<file path="config.mk">
export PLATFORM = sky130hd
export DESIGN_NAME = ffba_cell
export DESIGN_NICKNAME = d
export VERILOG_FILES = /design/src/sv/ffba_pkg.sv /design/src/sv/ffba_cell.sv
export SDC_FILE = /design/constraint.sdc
export NUM_CORES = 1
export LEC_CHECK = 0
export ABC_AREA = 1
export BUFFER_PORTS_ARGS = -buffer_cell sky130_fd_sc_hd__buf_4
export CORE_MARGIN = 2
export CORE_UTILIZATION = 30
export CTS_CLUSTER_SIZE = 8
export DETAILED_ROUTE_END_ITERATION = 12
export GPL_TIMING_DRIVEN = 0
export SKIP_LAST_GASP = 1
export SYNTH_ARGS = -nofsm -noshare
export SYNTH_HDL_FRONTEND = slang
export SYNTH_SLANG_ARGS = --single-unit
</file>
<file path="constraint.sdc">
create_clock -name clk_i -period 5.14 [get_ports clk_i]
set_clock_uncertainty 0.05 [all_clocks]
set_input_delay 0.771 -clock clk_i [delete_from_list [all_inputs] [get_ports clk_i]]
set_output_delay 0.771 -clock clk_i [all_outputs]
set_load 0.005 [all_outputs]
</file>
<file path="src/sv/ffba_pkg.sv">
// Types, codes and constants of the first-fit block allocator.
`default_nettype none

package ffba_pkg;

  localparam int SIZE_W   = 12;
  localparam int OFFSET_W = 11;
  localparam int STATUS_W = 2;

  localparam int POOL_BYTES   = 1024 * 2;
  localparam int HEADER_BYTES = 24;

  localparam logic [SIZE_W-1:0] HDR_SIZE = SIZE_W'(HEADER_BYTES);
  localparam logic [SIZE_W-1:0] RST_SIZE = SIZE_W'(POOL_BYTES - HEADER_BYTES);

  localparam logic OP_ALLOC = 1'b0;
  localparam logic OP_FREE  = 1'b1;

  localparam logic [STATUS_W-1:0] ST_OK         = 2'd0;
  localparam logic [STATUS_W-1:0] ST_NO_FIT     = 2'd1;
  localparam logic [STATUS_W-1:0] ST_BAD_OFFSET = 2'd2;

  // What the traveling request does at the cell it reaches.
  typedef enum logic [2:0] {
    MD_PASS,
    MD_ALLOC,
    MD_FREE,
    MD_INSERT,
    MD_SHIFT1,
    MD_SHIFT2
  } ffba_mode_e;

  // One table entry.
  typedef struct packed {
    logic              vld;
    logic              free;
    logic [SIZE_W-1:0] size;
  } ffba_ent_t;

  // Request beat as it travels from cell to cell.
  typedef struct packed {
    logic                act;
    ffba_mode_e          mode;
    logic [SIZE_W-1:0]   req;
    logic [OFFSET_W-1:0] rel;
    logic [OFFSET_W-1:0] st_lo;
    logic                st_big;
    ffba_ent_t           carry;
    logic [STATUS_W-1:0] status;
    logic [OFFSET_W-1:0] offset;
  } ffba_tok_t;

  typedef struct packed {
    logic                op;
    logic [SIZE_W-1:0]   request_bytes;
    logic [OFFSET_W-1:0] release_offset;
  } ffba_in_t;

  typedef struct packed {
    logic [STATUS_W-1:0] status;
    logic [OFFSET_W-1:0] payload_offset;
  } ffba_out_t;

endpackage

`default_nettype wire

</file>
<file path="src/sv/ffba_cell.sv">
// One table cell: holds one block entry and works on the request passing through.
`default_nettype none

module ffba_cell import ffba_pkg::*; #(
  parameter bit IS_HEAD = 1'b0
) (
  input  wire logic      clk_i,
  input  wire logic      rst_ni,
  input  wire ffba_tok_t tok_i,
  input  wire ffba_ent_t nb1_i,
  input  wire ffba_ent_t nb2_i,
  input  wire logic      full_i,
  output      ffba_tok_t tok_o,
  output      ffba_ent_t ent_o
);

  localparam ffba_ent_t RstEnt =
    IS_HEAD ? ffba_ent_t'{vld: 1'b1, free: 1'b1, size: RST_SIZE} : ffba_ent_t'('0);

  ffba_ent_t ent_q, ent_d;
  ffba_tok_t tok_q, tok_d;

  logic [12:0]         sum_nxt;
  logic                nxt_big;
  logic [SIZE_W-1:0]   pay_here;
  logic [SIZE_W-1:0]   pay_next;
  logic                hit_here;
  logic                hit_next;
  logic                fits;
  logic                splits;
  logic [SIZE_W-1:0]   merge1;
  logic [SIZE_W-1:0]   merge2;
  logic [SIZE_W-1:0]   remain;

  always_comb begin
    // Start of the next block; only the low bits and a sticky overflow are kept.
    sum_nxt  = 13'(tok_i.st_lo) + 13'(HDR_SIZE) + 13'(ent_q.size);
    nxt_big  = tok_i.st_big | (sum_nxt[12:11] != 2'b00);
    pay_here = SIZE_W'(tok_i.st_lo) + HDR_SIZE;
    pay_next = SIZE_W'(sum_nxt[10:0]) + HDR_SIZE;
    hit_here = ent_q.vld && !tok_i.st_big && (pay_here == SIZE_W'(tok_i.rel));
    hit_next = nb1_i.vld && !nxt_big && (pay_next == SIZE_W'(tok_i.rel));
    fits     = ent_q.vld && ent_q.free && (ent_q.size >= tok_i.req);
    splits   = 13'(ent_q.size) > (13'(tok_i.req) + 13'(HDR_SIZE));
    merge1   = ent_q.size + HDR_SIZE + nb1_i.size;
    merge2   = merge1 + HDR_SIZE + nb2_i.size;
    remain   = ent_q.size - HDR_SIZE - tok_i.req;

    ent_d        = ent_q;
    tok_d        = tok_i;
    tok_d.st_lo  = sum_nxt[10:0];
    tok_d.st_big = nxt_big;

    if (tok_i.act) begin
      case (tok_i.mode)
        MD_ALLOC: begin
          if (fits) begin
            ent_d.free   = 1'b0;
            tok_d.status = ST_OK;
            tok_d.offset = pay_here[OFFSET_W-1:0];
            tok_d.mode   = MD_PASS;
            if (splits && !full_i) begin
              ent_d.size  = tok_i.req;
              tok_d.carry = '{vld: 1'b1, free: 1'b1, size: remain};
              tok_d.mode  = MD_INSERT;
            end
          end
        end
        MD_FREE: begin
          if (hit_here) begin
            ent_d.free   = 1'b1;
            tok_d.status = ST_OK;
            tok_d.mode   = MD_PASS;
            if (nb1_i.vld && nb1_i.free) begin
              ent_d.size = merge1;
              tok_d.mode = MD_SHIFT1;
            end
          end else if (hit_next && ent_q.free) begin
            // Next block is the target and this one is free: absorb it here.
            tok_d.status = ST_OK;
            if (nb2_i.vld && nb2_i.free) begin
              ent_d.size = merge2;
              tok_d.mode = MD_SHIFT2;
            end else begin
              ent_d.size = merge1;
              tok_d.mode = MD_SHIFT1;
            end
          end
        end
        MD_INSERT: begin
          // Drop the carried entry here and carry the displaced one onward.
          ent_d       = tok_i.carry;
          tok_d.carry = ent_q;
          if (!ent_q.vld) begin
            tok_d.mode = MD_PASS;
          end
        end
        MD_SHIFT1: begin
          ent_d = nb1_i;
        end
        MD_SHIFT2: begin
          ent_d = nb2_i;
        end
        default: begin
        end
      endcase
    end
  end

  always_ff @(posedge clk_i or negedge rst_ni) begin
    if (!rst_ni) begin
      ent_q <= RstEnt;
      tok_q <= '0;
    end else begin
      ent_q <= ent_d;
      tok_q <= tok_d;
    end
  end

  assign tok_o = tok_q;
  assign ent_o = ent_q;

endmodule

`default_nettype wire

</file>
==> impl_metrics.env, run 1 <==
export IMPL_status="finished clean"
export IMPL_worstReg2RegStart="ent_o[1]$_DFFE_PN0P_"
export IMPL_finalPower_uw=4200
export IMPL_avgViaCountPerCell=5.01
export IMPL_drt_iter0_drc=662
export IMPL_place_port_buffers=176
export IMPL_post_cts_resized=0
export IMPL_whs_ns=0.485
export IMPL_end_kind="flip-flop"
export IMPL_syn_num_nets=1409
export IMPL_setup_viol=0
export IMPL_post_cts_setup_buffers=0
export IMPL_drive_gt1_share_pct=16.2
export IMPL_worst_setup_path_start_kind="flip-flop"
export IMPL_dr_pass1_iters=5
export IMPL_crit_fanout=7
export IMPL_p_leak_uw=0.00564
export IMPL_yosysSeqAreaShare_pct=24.7
export IMPL_slew_headroom_pct=30.2
export IMPL_hpwl_um=24100
export IMPL_period_share_pct=92.1
export IMPL_start_util_pct=30.3
export IMPL_synthFlopType="dfrtp_1"
export IMPL_rsz0062_at_grt="no"
export IMPL_fmax_mhz=211
export IMPL_synth_edf_count=0
export IMPL_holdPathEnd="tok_o[51]$_DFF_PN0_"
export IMPL_fp_dieH_um=168
export IMPL_fin_setup_tns_ns=0
export IMPL_async_reset_ff_share_pct=100
export IMPL_max_vdd_ir_drop_mv=0.309
export IMPL_placementRows=60
export IMPL_clock_path_buffers=2
export IMPL_dp_cells=1716
export IMPL_avgSynthCellArea_um2=6.76
export IMPL_required_ns=5.37
export IMPL_fin_crit_ns=4.73
export IMPL_hp_start="tok_i[51]"
export IMPL_regToRegSetupSlack_ns=0.41
export IMPL_grt_max_degree=81
export IMPL_dieArea_um2=28300
export IMPL_grt_usage_pct=20.5
export IMPL_path_class="reg -> reg"
export IMPL_dr_total_vias=8664
export IMPL_netlist_cell_type_count=41
export IMPL_drv_slew=0
export IMPL_die_x_um=168
export IMPL_layoutNonFillerInstCount=1731
export IMPL_clock_latency_ns=0.35
export IMPL_grt_pass1_wl_um=44700
export IMPL_hold_viol=0
export IMPL_reg2reg_depth=22
export IMPL_place_congestion=0.973
export IMPL_numCtsBuffers=9
export IMPL_core_area_um2=26700
export IMPL_wire_per_inst_um=16.9
export IMPL_fin_util_pct=38.0
export IMPL_cts_sinks=80
export IMPL_p_per_area_nw_per_um2=414
export IMPL_hold_buffers=0
export IMPL_cap_viol_max_count=0
export IMPL_htreeDepth=3
export IMPL_synth_cells=1199
export IMPL_synth_area_um2=8100
export IMPL_n_antenna_cell=0
export IMPL_clk_pin_slew_ns=0.07
export IMPL_antenna_found_initial=0
export IMPL_final_common_cell="nand2_1"
export IMPL_ioPinCount=177
export IMPL_synth_top_cell_by_area="dfrtp_1"
export IMPL_grt_overflow=0
export IMPL_cts_root_buf="clkbuf_16"
export IMPL_nets=1596
export IMPL_worst_ep_arrival_time_ns=4.97
export IMPL_layout_common_cells="nand2_1, inv_1, buf_4"
export IMPL_holdCritPathClass="in -> reg"
export IMPL_synth_warning_count=0
export IMPL_cts_tree="yes"
export IMPL_synth_seq_cells=80
export IMPL_yosys_area_top_type_share_pct=24.7
export IMPL_tightestPinTransition_ns=1.05
export IMPL_r2r_end="ent_o[11]$_DFFE_PN0P_"
export IMPL_synth_area_leaders="dfrtp_1, ha_1, nand2_1"
export IMPL_holdPathStages=1
export IMPL_route_detailed_drc=0
export IMPL_antenna_left=0
export IMPL_wl_um=29200
export IMPL_synthToLayoutAreaGrowth_pct=25.2
export IMPL_grt_pass1_vias=8212
==> through the flow <==
stage,area (um2),setup slack (ns)
4_1_cts,10100,0.390
5_1_grt,10100,0.0160
2_1_floorplan,8100,1.07
3_5_place_dp,9850,0.247
6_report,10100,0.405
3_3_place_gp,9850,0.185
==> where the power goes <==
group          total (uW)  switching [uW]  internal (uW)
Combinational        2680            1660           1010
Sequential            861             133            727
Clock                 663             277            386
Total                4200            2070           2130
==> final cells by class <==
class,count,area (um2)
tap,341,427
clock buffer,10,239
fill,2854,16600
buffer,23,114
timing repair buffer,176,1320
sequential,80,2000
clock inverter,5,57.6
multi-input combinational,878,5170
inverter,218,818
==> worst max-delay path, cell delays in order (launching register included) <==
cell     delay, ns
dfrtp_1       0.68
ha_1          0.34
ha_1          0.29
fa_1          0.41
nand2_1       0.09
a21oi_1       0.09
a21oi_1       0.28
nor2_1        0.07
nor2_1        0.12
xor2_1        0.32
ha_1          0.30
ha_1          0.32
inv_1         0.10
nor3_1        0.29
nand3_1       0.15
nand4_1       0.15
xor2_1        0.22
nor2_1        0.07
nand2_1       0.06
nand3_1       0.07
nand2_1       0.08
nand3_1       0.07
nand2_1       0.06
==> worst max-delay path by stage <==
stage / start / endpoint / slack (ns) / cells after the start
floorplan: nb1_i[1] / ent_o[11]$_DFFE_PN0P_ / 1.07 / 21
global placement: nb1_i[1] / ent_o[11]$_DFFE_PN0P_ / 0.19 / 23
detailed placement: nb1_i[1] / ent_o[11]$_DFFE_PN0P_ / 0.25 / 22
CTS: ent_o[1]$_DFFE_PN0P_ / ent_o[11]$_DFFE_PN0P_ / 0.39 / 22
global route: ent_o[1]$_DFFE_PN0P_ / ent_o[11]$_DFFE_PN0P_ / 0.02 / 22
finish: ent_o[1]$_DFFE_PN0P_ / ent_o[11]$_DFFE_PN0P_ / 0.41 / 22
==> state kept, by name, indices dropped and copies added, names as in the netlist <==
name / count
tok_o: 66
ent_o: 14
==> synthesized netlist by cell type, types with 9 or more instances <==
master / n
ha_1: 105
nand3_1: 118
nand2_1: 323
xor2_1: 23
xnor2_1: 9
a21oi_1: 48
nor3_1: 12
o21ai_0: 43
nand2_2: 14
clkbuf_1: 15
nand4_1: 32
dfrtp_1: 80
nor2_1: 78
inv_1: 216
==> metal layers <==
metal / routed length [um] / GRT usage (%) / share of wire, %
met1: 12500 / 26.3 / 43
met2: 13500 / 34.8 / 46
met3: 2170 / 2.94 / 7.4
met4: 960 / 7.65 / 3.3
met5: 0 / 0 / 0
==> cell families after synthesis <==
family                     share of synthesized area (%)
and+or+nand+nor                                     31.7
buffers and inverters                               11.5
adders and majority gates                           18.2
AOI/OAI and AO/OA                                   10.4
xor gates and xnor gates                            3.46
DFF                                                 24.7
(Power assumes the default switching activity.)
==> run 2: changes to the inputs <==
--- a/config.mk
+++ b/config.mk
@@ -12,7 +12,9 @@
 export CTS_CLUSTER_SIZE = 8
 export DETAILED_ROUTE_END_ITERATION = 12
 export GPL_TIMING_DRIVEN = 0
+export REMOVE_ABC_BUFFERS = 1
 export SKIP_LAST_GASP = 1
+export SLEW_MARGIN = 20
 export SYNTH_ARGS = -nofsm -noshare
 export SYNTH_HDL_FRONTEND = slang
 export SYNTH_SLANG_ARGS = --single-unit
==> run 2 against run 1 <==
  * Total power down 1.2%
  * Flip-flop and latch count unchanged
  * First-iteration DRC count down 1.1%
  * Worst setup slack better by 0.040 ns
  * Combinational power down 3%
  * Sequential share of layout area up 0.11 points
  * Clock-buffer cell count down 1
  * Wire length down 3.5%
  * Utilization down 0.20 points
  * Final cell count down 1.1%
==> impl_metrics.env, run 2 (same netlist as run 1, synthesis figures left out) <==
export IMPL_postLayoutCellArea_um2=10100
export IMPL_required_ns=5.37
export IMPL_drive_gt1_share_pct=16.3
export IMPL_drv_slew=0
export IMPL_htreeDepth=3
export IMPL_max_vdd_ir_drop_mv=0.189
export IMPL_path_class="reg -> reg"
export IMPL_worst_ep_arrival_time_ns=4.93
export IMPL_hpwl_um=23100
export IMPL_slew_headroom_pct=28.1
export IMPL_clock_path_buffers=2
export IMPL_clock_latency_ns=0.35
export IMPL_p_per_area_nw_per_um2=411
export IMPL_placementRows=60
export IMPL_hold_viol=0
export IMPL_cts_sinks=80
export IMPL_numCtsBuffers=9
export IMPL_core_area_um2=26700
export IMPL_reg2reg_depth=22
export IMPL_synthToLayoutAreaGrowth_pct=24.6
export IMPL_grt_pass1_vias=8299
export IMPL_fp_dieH_um=168
export IMPL_ioPinCount=177
export IMPL_die_x_um=168
export IMPL_start_util_pct=30.3
export IMPL_cap_viol_max_count=0
export IMPL_dr_pass1_iters=5
export IMPL_avgViaCountPerCell=4.97
export IMPL_grt_max_degree=81
export IMPL_antenna_left=0
export IMPL_tightestPinTransition_ns=1.07
export IMPL_cts_root_buf="clkbuf_16"
export IMPL_grt_usage_pct=19.8
export IMPL_nets=1575
export IMPL_final_common_cell="nand2_1"
export IMPL_hold_buffers=0
export IMPL_route_detailed_drc=0
export IMPL_setup_viol=0
export IMPL_intPower_uw=2160
export IMPL_seqPwrFrac_pct=20.5
export IMPL_dr_total_vias=8515
export IMPL_swShare_pct=48.1
export IMPL_clk_pin_slew_ns=0.07
export IMPL_power_frac_clock_pct=17.1
export IMPL_rsz0062_at_grt="no"
export IMPL_place_port_buffers=176
export IMPL_layout_common_cells="nand2_1, inv_1, buf_4"
export IMPL_place_congestion=0.920
export IMPL_place_area_um2=9770
export IMPL_largest_register_ffs=66
export IMPL_crit_fanout=7
export IMPL_antenna_found_initial=2
export IMPL_wl_um=28200
export IMPL_cts_tree="yes"
export IMPL_wire_per_inst_um=16.5
export IMPL_worst_setup_path_start_kind="flip-flop"
export IMPL_fin_crit_ns=4.70
export IMPL_status="finished clean"
export IMPL_fillerInstances=2907
export IMPL_drt_iter0_drc=655
export IMPL_post_cts_resized=0
export IMPL_grt_pass1_wl_um=43900
export IMPL_post_cts_setup_buffers=0
export IMPL_combPwrFrac_pct=62.4
export IMPL_period_share_pct=91.3
export IMPL_p_leak_uw=0.00562
export IMPL_end_kind="flip-flop"
export IMPL_grt_overflow=0
export IMPL_fin_setup_tns_ns=0
export IMPL_fmax_mhz=213
export IMPL_p_sw_uw=2000
export IMPL_dieArea_um2=28300
export IMPL_holdCritPathClass="in -> async"
## run 2: changes by cell type in the layout (fill, tap and decap cells not counted), sizes merged
cell      change
clkinv        +1
buf           -6
clkinvlp      -1
bufinv        +1
diode         +2
clkbuf       -16
## run 2: metal layers
metal	vias up	GRT usage, %	routed length, um
met5	-	0	0
met4	0	7.16	707
met3	42	2.26	1950
met2	327	32.9	12900
met1	3934	26.5	12700
li1	4212	-	-
## run 2: worst paths after layout
| path | from | endpoint | slack [ns] |
|---|---|---|---|
| worst max-delay path | ent_o[1]$_DFFE_PN0P_ | ent_o[11]$_DFFE_PN0P_ | 0.44 |
| min in group clk_i | tok_i[51] | tok_o[51]$_DFF_PN0_ | 0.48 |
| worst min register to register | ent_o[13]$_DFFE_PN0P_ | ent_o[13]$_DFFE_PN0P_ | 0.59 |
| worst min-delay path | rst_ni | tok_o[46]$_DFF_PN0_ | 0.41 |
| max in group asynchronous | rst_ni | tok_o[53]$_DFF_PN0_ | 4.08 |
| worst max register to register | ent_o[1]$_DFFE_PN0P_ | ent_o[11]$_DFFE_PN0P_ | 0.44 |
## run 2: through the flow
| stage | hold slack (ns) | instances | setup WS [ns] | utilization (%) | total power [uW] |
|---|---|---|---|---|---|
| 3_5_place_dp | 0.583 | 1695 | 0.292 | 36.6 | 3440 |
| 2_1_floorplan | 0.425 | 1176 | 1.02 | - | 2630 |
| 6_report | 0.405 | 1712 | 0.445 | 37.8 | 4150 |
| 3_3_place_gp | 0.582 | 1693 | 0.274 | 36.4 | 3410 |
| 5_1_grt | 0.479 | 1712 | 0.156 | 37.8 | 4570 |
| 4_1_cts | 0.478 | 1710 | 0.506 | 37.7 | 4170 |
## run 2: power by group through the flow
stage	Clock, uW	Sequential [uW]	Combinational [uW]
6_report	709	850	2590
5_1_grt	744	860	2970
4_1_cts	721	850	2600
3_5_place_dp	0	862	2580
3_3_place_gp	0	860	2550
2_1_floorplan	0	818	1810
## run 2: critical path: stages (launching register included)
cell     delay, ns
dfrtp_1       0.62
ha_1          0.32
ha_1          0.30
fa_1          0.42
nand2_1       0.09
a21oi_1       0.11
a21oi_1       0.37
nor2_1        0.08
nor2_1        0.12
xor2_1        0.24
ha_1          0.28
ha_1          0.32
inv_1         0.10
nor3_1        0.24
o21ai_0       0.14
nand4_1       0.14
xor2_1        0.21
nor2_1        0.07
nand2_1       0.08
nand3_1       0.08
nand2_1       0.07
nand3_1       0.07
nand2_1       0.09
## run 2: final cells by class
| cell class | count | area, um2 | share of cell area, % |
|---|---|---|---|
| clock inverters | 6 | 85.1 | 0.843 |
| flip-flops and latches | 80 | 2000 | 19.8 |
| repair buffers | 178 | 1360 | 13.4 |
| diodes | 2 | 5.00 | 0.0496 |
| well taps | 341 | 427 | 4.23 |
| multi-input cells | 878 | 5170 | 51.3 |
| clock buffers | 9 | 225 | 2.23 |
| inverters | 218 | 818 | 8.11 |
==> run 3: changes to the inputs <==
--- a/config.mk
+++ b/config.mk
@@ -6,12 +6,11 @@
 export NUM_CORES = 1
 export LEC_CHECK = 0
 export ABC_AREA = 1
-export BUFFER_PORTS_ARGS = -buffer_cell sky130_fd_sc_hd__buf_4
 export CORE_MARGIN = 2
 export CORE_UTILIZATION = 30
 export CTS_CLUSTER_SIZE = 8
 export DETAILED_ROUTE_END_ITERATION = 12
-export GPL_TIMING_DRIVEN = 0
+export DONT_BUFFER_PORTS = 1
 export REMOVE_ABC_BUFFERS = 1
 export SKIP_LAST_GASP = 1
 export SLEW_MARGIN = 20
==> run 3 against run 2 <==
  * Cell area shrank 13%
  * Clock power fell by 3%
  * Global-route usage increased by 0.076 points
  * Fmax is 5.9% higher
  * Total power shrank 5.1%
  * Flip-flop and latch count did not move
  * Non-clock buffer count is 165 lower
  * Sequential power down 2%
  * Critical path depth increased by 4
  * Register-to-register slack improved by 0.26 ns
==> impl_metrics.env, run 3 (same netlist as run 1, synthesis figures left out) <==
export IMPL_status="finished clean"
export IMPL_wl_um=27900
export IMPL_reg2reg_depth=26
export IMPL_hold_viol=0
export IMPL_hpwl_um=22900
export IMPL_synthToLayoutAreaGrowth_pct=8.94
export IMPL_start_util_pct=30.3
export IMPL_period_share_pct=86.3
export IMPL_wire_per_inst_um=18.0
export IMPL_cts_root_buf="clkbuf_16"
export IMPL_use_met1_pct=25.9
export IMPL_holdCritPathClass="in -> async"
export IMPL_grt_overflow=0
export IMPL_drv_slew=0
export IMPL_fmax_mhz=226
export IMPL_seqPwrFrac_pct=21.1
export IMPL_grt_usage_pct=19.8
export IMPL_largest_register_ffs=66
export IMPL_p_sw_uw=1940
export IMPL_dr_pass1_iters=7
export IMPL_grt_max_degree=81
export IMPL_crit_fanout=6
export IMPL_end_kind="flip-flop"
export IMPL_grt_pass1_vias=7599
export IMPL_grt_util_met2_pct=31.8
export IMPL_r2r_end="ent_o[11]$_DFFE_PN0P_"
export IMPL_numCtsBuffers=9
export IMPL_dieArea_um2=28300
export IMPL_clock_latency_ns=0.36
export IMPL_antenna_left=0
export IMPL_regToRegSetupSlack_ns=0.71
export IMPL_cap_viol_max_count=0
export IMPL_clock_path_buffers=2
export IMPL_avgViaCountPerCell=5.09
export IMPL_fin_crit_ns=4.43
export IMPL_ioPinCount=177
export IMPL_fp_dieH_um=168
export IMPL_max_vdd_ir_drop_mv=0.167
export IMPL_route_detailed_drc=0
export IMPL_dr_total_vias=7877
export IMPL_placementRows=60
export IMPL_power_frac_clock_pct=17.5
export IMPL_nets=1410
export IMPL_worstReg2RegStart="ent_o[3]$_DFFE_PN0P_"
export IMPL_combPwrFrac_pct=61.3
export IMPL_htreeDepth=3
export IMPL_slew_headroom_pct=24.9
export IMPL_drive_gt1_share_pct=4.65
export IMPL_tightestPinTransition_ns=1.12
export IMPL_finalPower_uw=3940
export IMPL_clk_pin_slew_ns=0.08
export IMPL_cts_sinks=80
export IMPL_required_ns=5.39
export IMPL_drt_iter0_drc=720
export IMPL_die_x_um=168
export IMPL_grt_busiest_layer="met2"
export IMPL_layout_common_cells="nand2_1, inv_1, nand3_1"
export IMPL_fin_setup_tns_ns=0
export IMPL_grt_pass1_wl_um=43300
export IMPL_setup_viol=0
export IMPL_use_met3_pct=5.24
export IMPL_final_common_cell="nand2_1"
export IMPL_hold_buffers=0
export IMPL_place_congestion=0.906
export IMPL_swShare_pct=49.2
export IMPL_worst_setup_path_start_kind="flip-flop"
export IMPL_cts_tree="yes"
export IMPL_intPower_uw=2000
export IMPL_antenna_found_initial=1
export IMPL_dp_cells=1530
export IMPL_place_port_buffers=0
export IMPL_post_cts_setup_buffers=0
export IMPL_path_class="reg -> reg"
export IMPL_worst_ep_arrival_time_ns=4.69
export IMPL_layoutNonFillerInstCount=1547
export IMPL_rsz0062_at_grt="no"
export IMPL_core_area_um2=26700
export IMPL_post_cts_resized=0
export IMPL_p_leak_uw=0.00481
export IMPL_p_per_area_nw_per_um2=447
-- run 3: how the worst max path moves through the flow --
stage | from | to | slack, ns | cells after the start
floorplan | nb1_i[1] | ent_o[11]$_DFFE_PN0P_ | 1.02 | 22
global placement | nb1_i[1] | ent_o[11]$_DFFE_PN0P_ | 0.71 | 22
detailed placement | nb1_i[1] | ent_o[11]$_DFFE_PN0P_ | 0.61 | 22
CTS | ent_o[3]$_DFFE_PN0P_ | ent_o[11]$_DFFE_PN0P_ | 0.71 | 26
global route | ent_o[3]$_DFFE_PN0P_ | ent_o[11]$_DFFE_PN0P_ | 0.20 | 26
finish | ent_o[3]$_DFFE_PN0P_ | ent_o[11]$_DFFE_PN0P_ | 0.71 | 26
-- run 3: area by class of cell --
cell class | instances | area, um2
diodes | 1 | 2.50
clock buffers | 12 | 256
multi-input cells | 878 | 5170
fillers | 2891 | 17900
repair buffers | 13 | 97.6
well taps | 341 | 427
inverters | 218 | 818
clock inverters | 4 | 52.6
flip-flops and latches | 80 | 2000
-- run 3: power by group through the flow --
stage | Sequential [uW] | Clock (uW) | Combinational [uW]
4_1_cts | 832 | 709 | 2400
5_1_grt | 841 | 732 | 2770
3_5_place_dp | 844 | 0 | 2390
3_3_place_gp | 845 | 0 | 2380
2_1_floorplan | 818 | 0 | 1810
6_report | 832 | 691 | 2420
-- run 3: per-stage QoR --
stage	area (um2)	utilization [%]	hold slack, ns	worst slack (ns)
2_1_floorplan	7990	-	0.425	1.02
5_1_grt	8820	33.0	0.0420	0.204
6_report	8830	33.0	0.0605	0.706
3_5_place_dp	8510	31.9	0.427	0.611
3_3_place_gp	8510	31.9	0.427	0.710
4_1_cts	8820	33.0	0.0439	0.711
-- run 3: critical path, stage by stage (launching register included) --
cell      delay, ns
dfrtp_1        0.49
inv_1          0.24
ha_1           0.34
inv_1          0.05
ha_1           0.34
nand2_1        0.08
nand2_1        0.06
nand3_1        0.06
nand2_1        0.07
a21oi_1        0.21
o21bai_1       0.11
or2_2          0.28
nand2_1        0.09
inv_1          0.05
ha_1           0.27
ha_1           0.32
inv_1          0.09
o21ai_0        0.27
nand3_1        0.13
nand4_1        0.14
xor2_1         0.20
nor2_1         0.07
nand2_1        0.08
nand3_1        0.07
nand2_1        0.07
nand3_1        0.08
nand2_1        0.08
-- run 3: routing by layer --
layer | part of all wire (%) | up-vias
li1 | - | 3876
met5 | 0.068 | -
met3 | 9.0 | 43
met2 | 44 | 322
met4 | 2.9 | 2
met1 | 44 | 3634
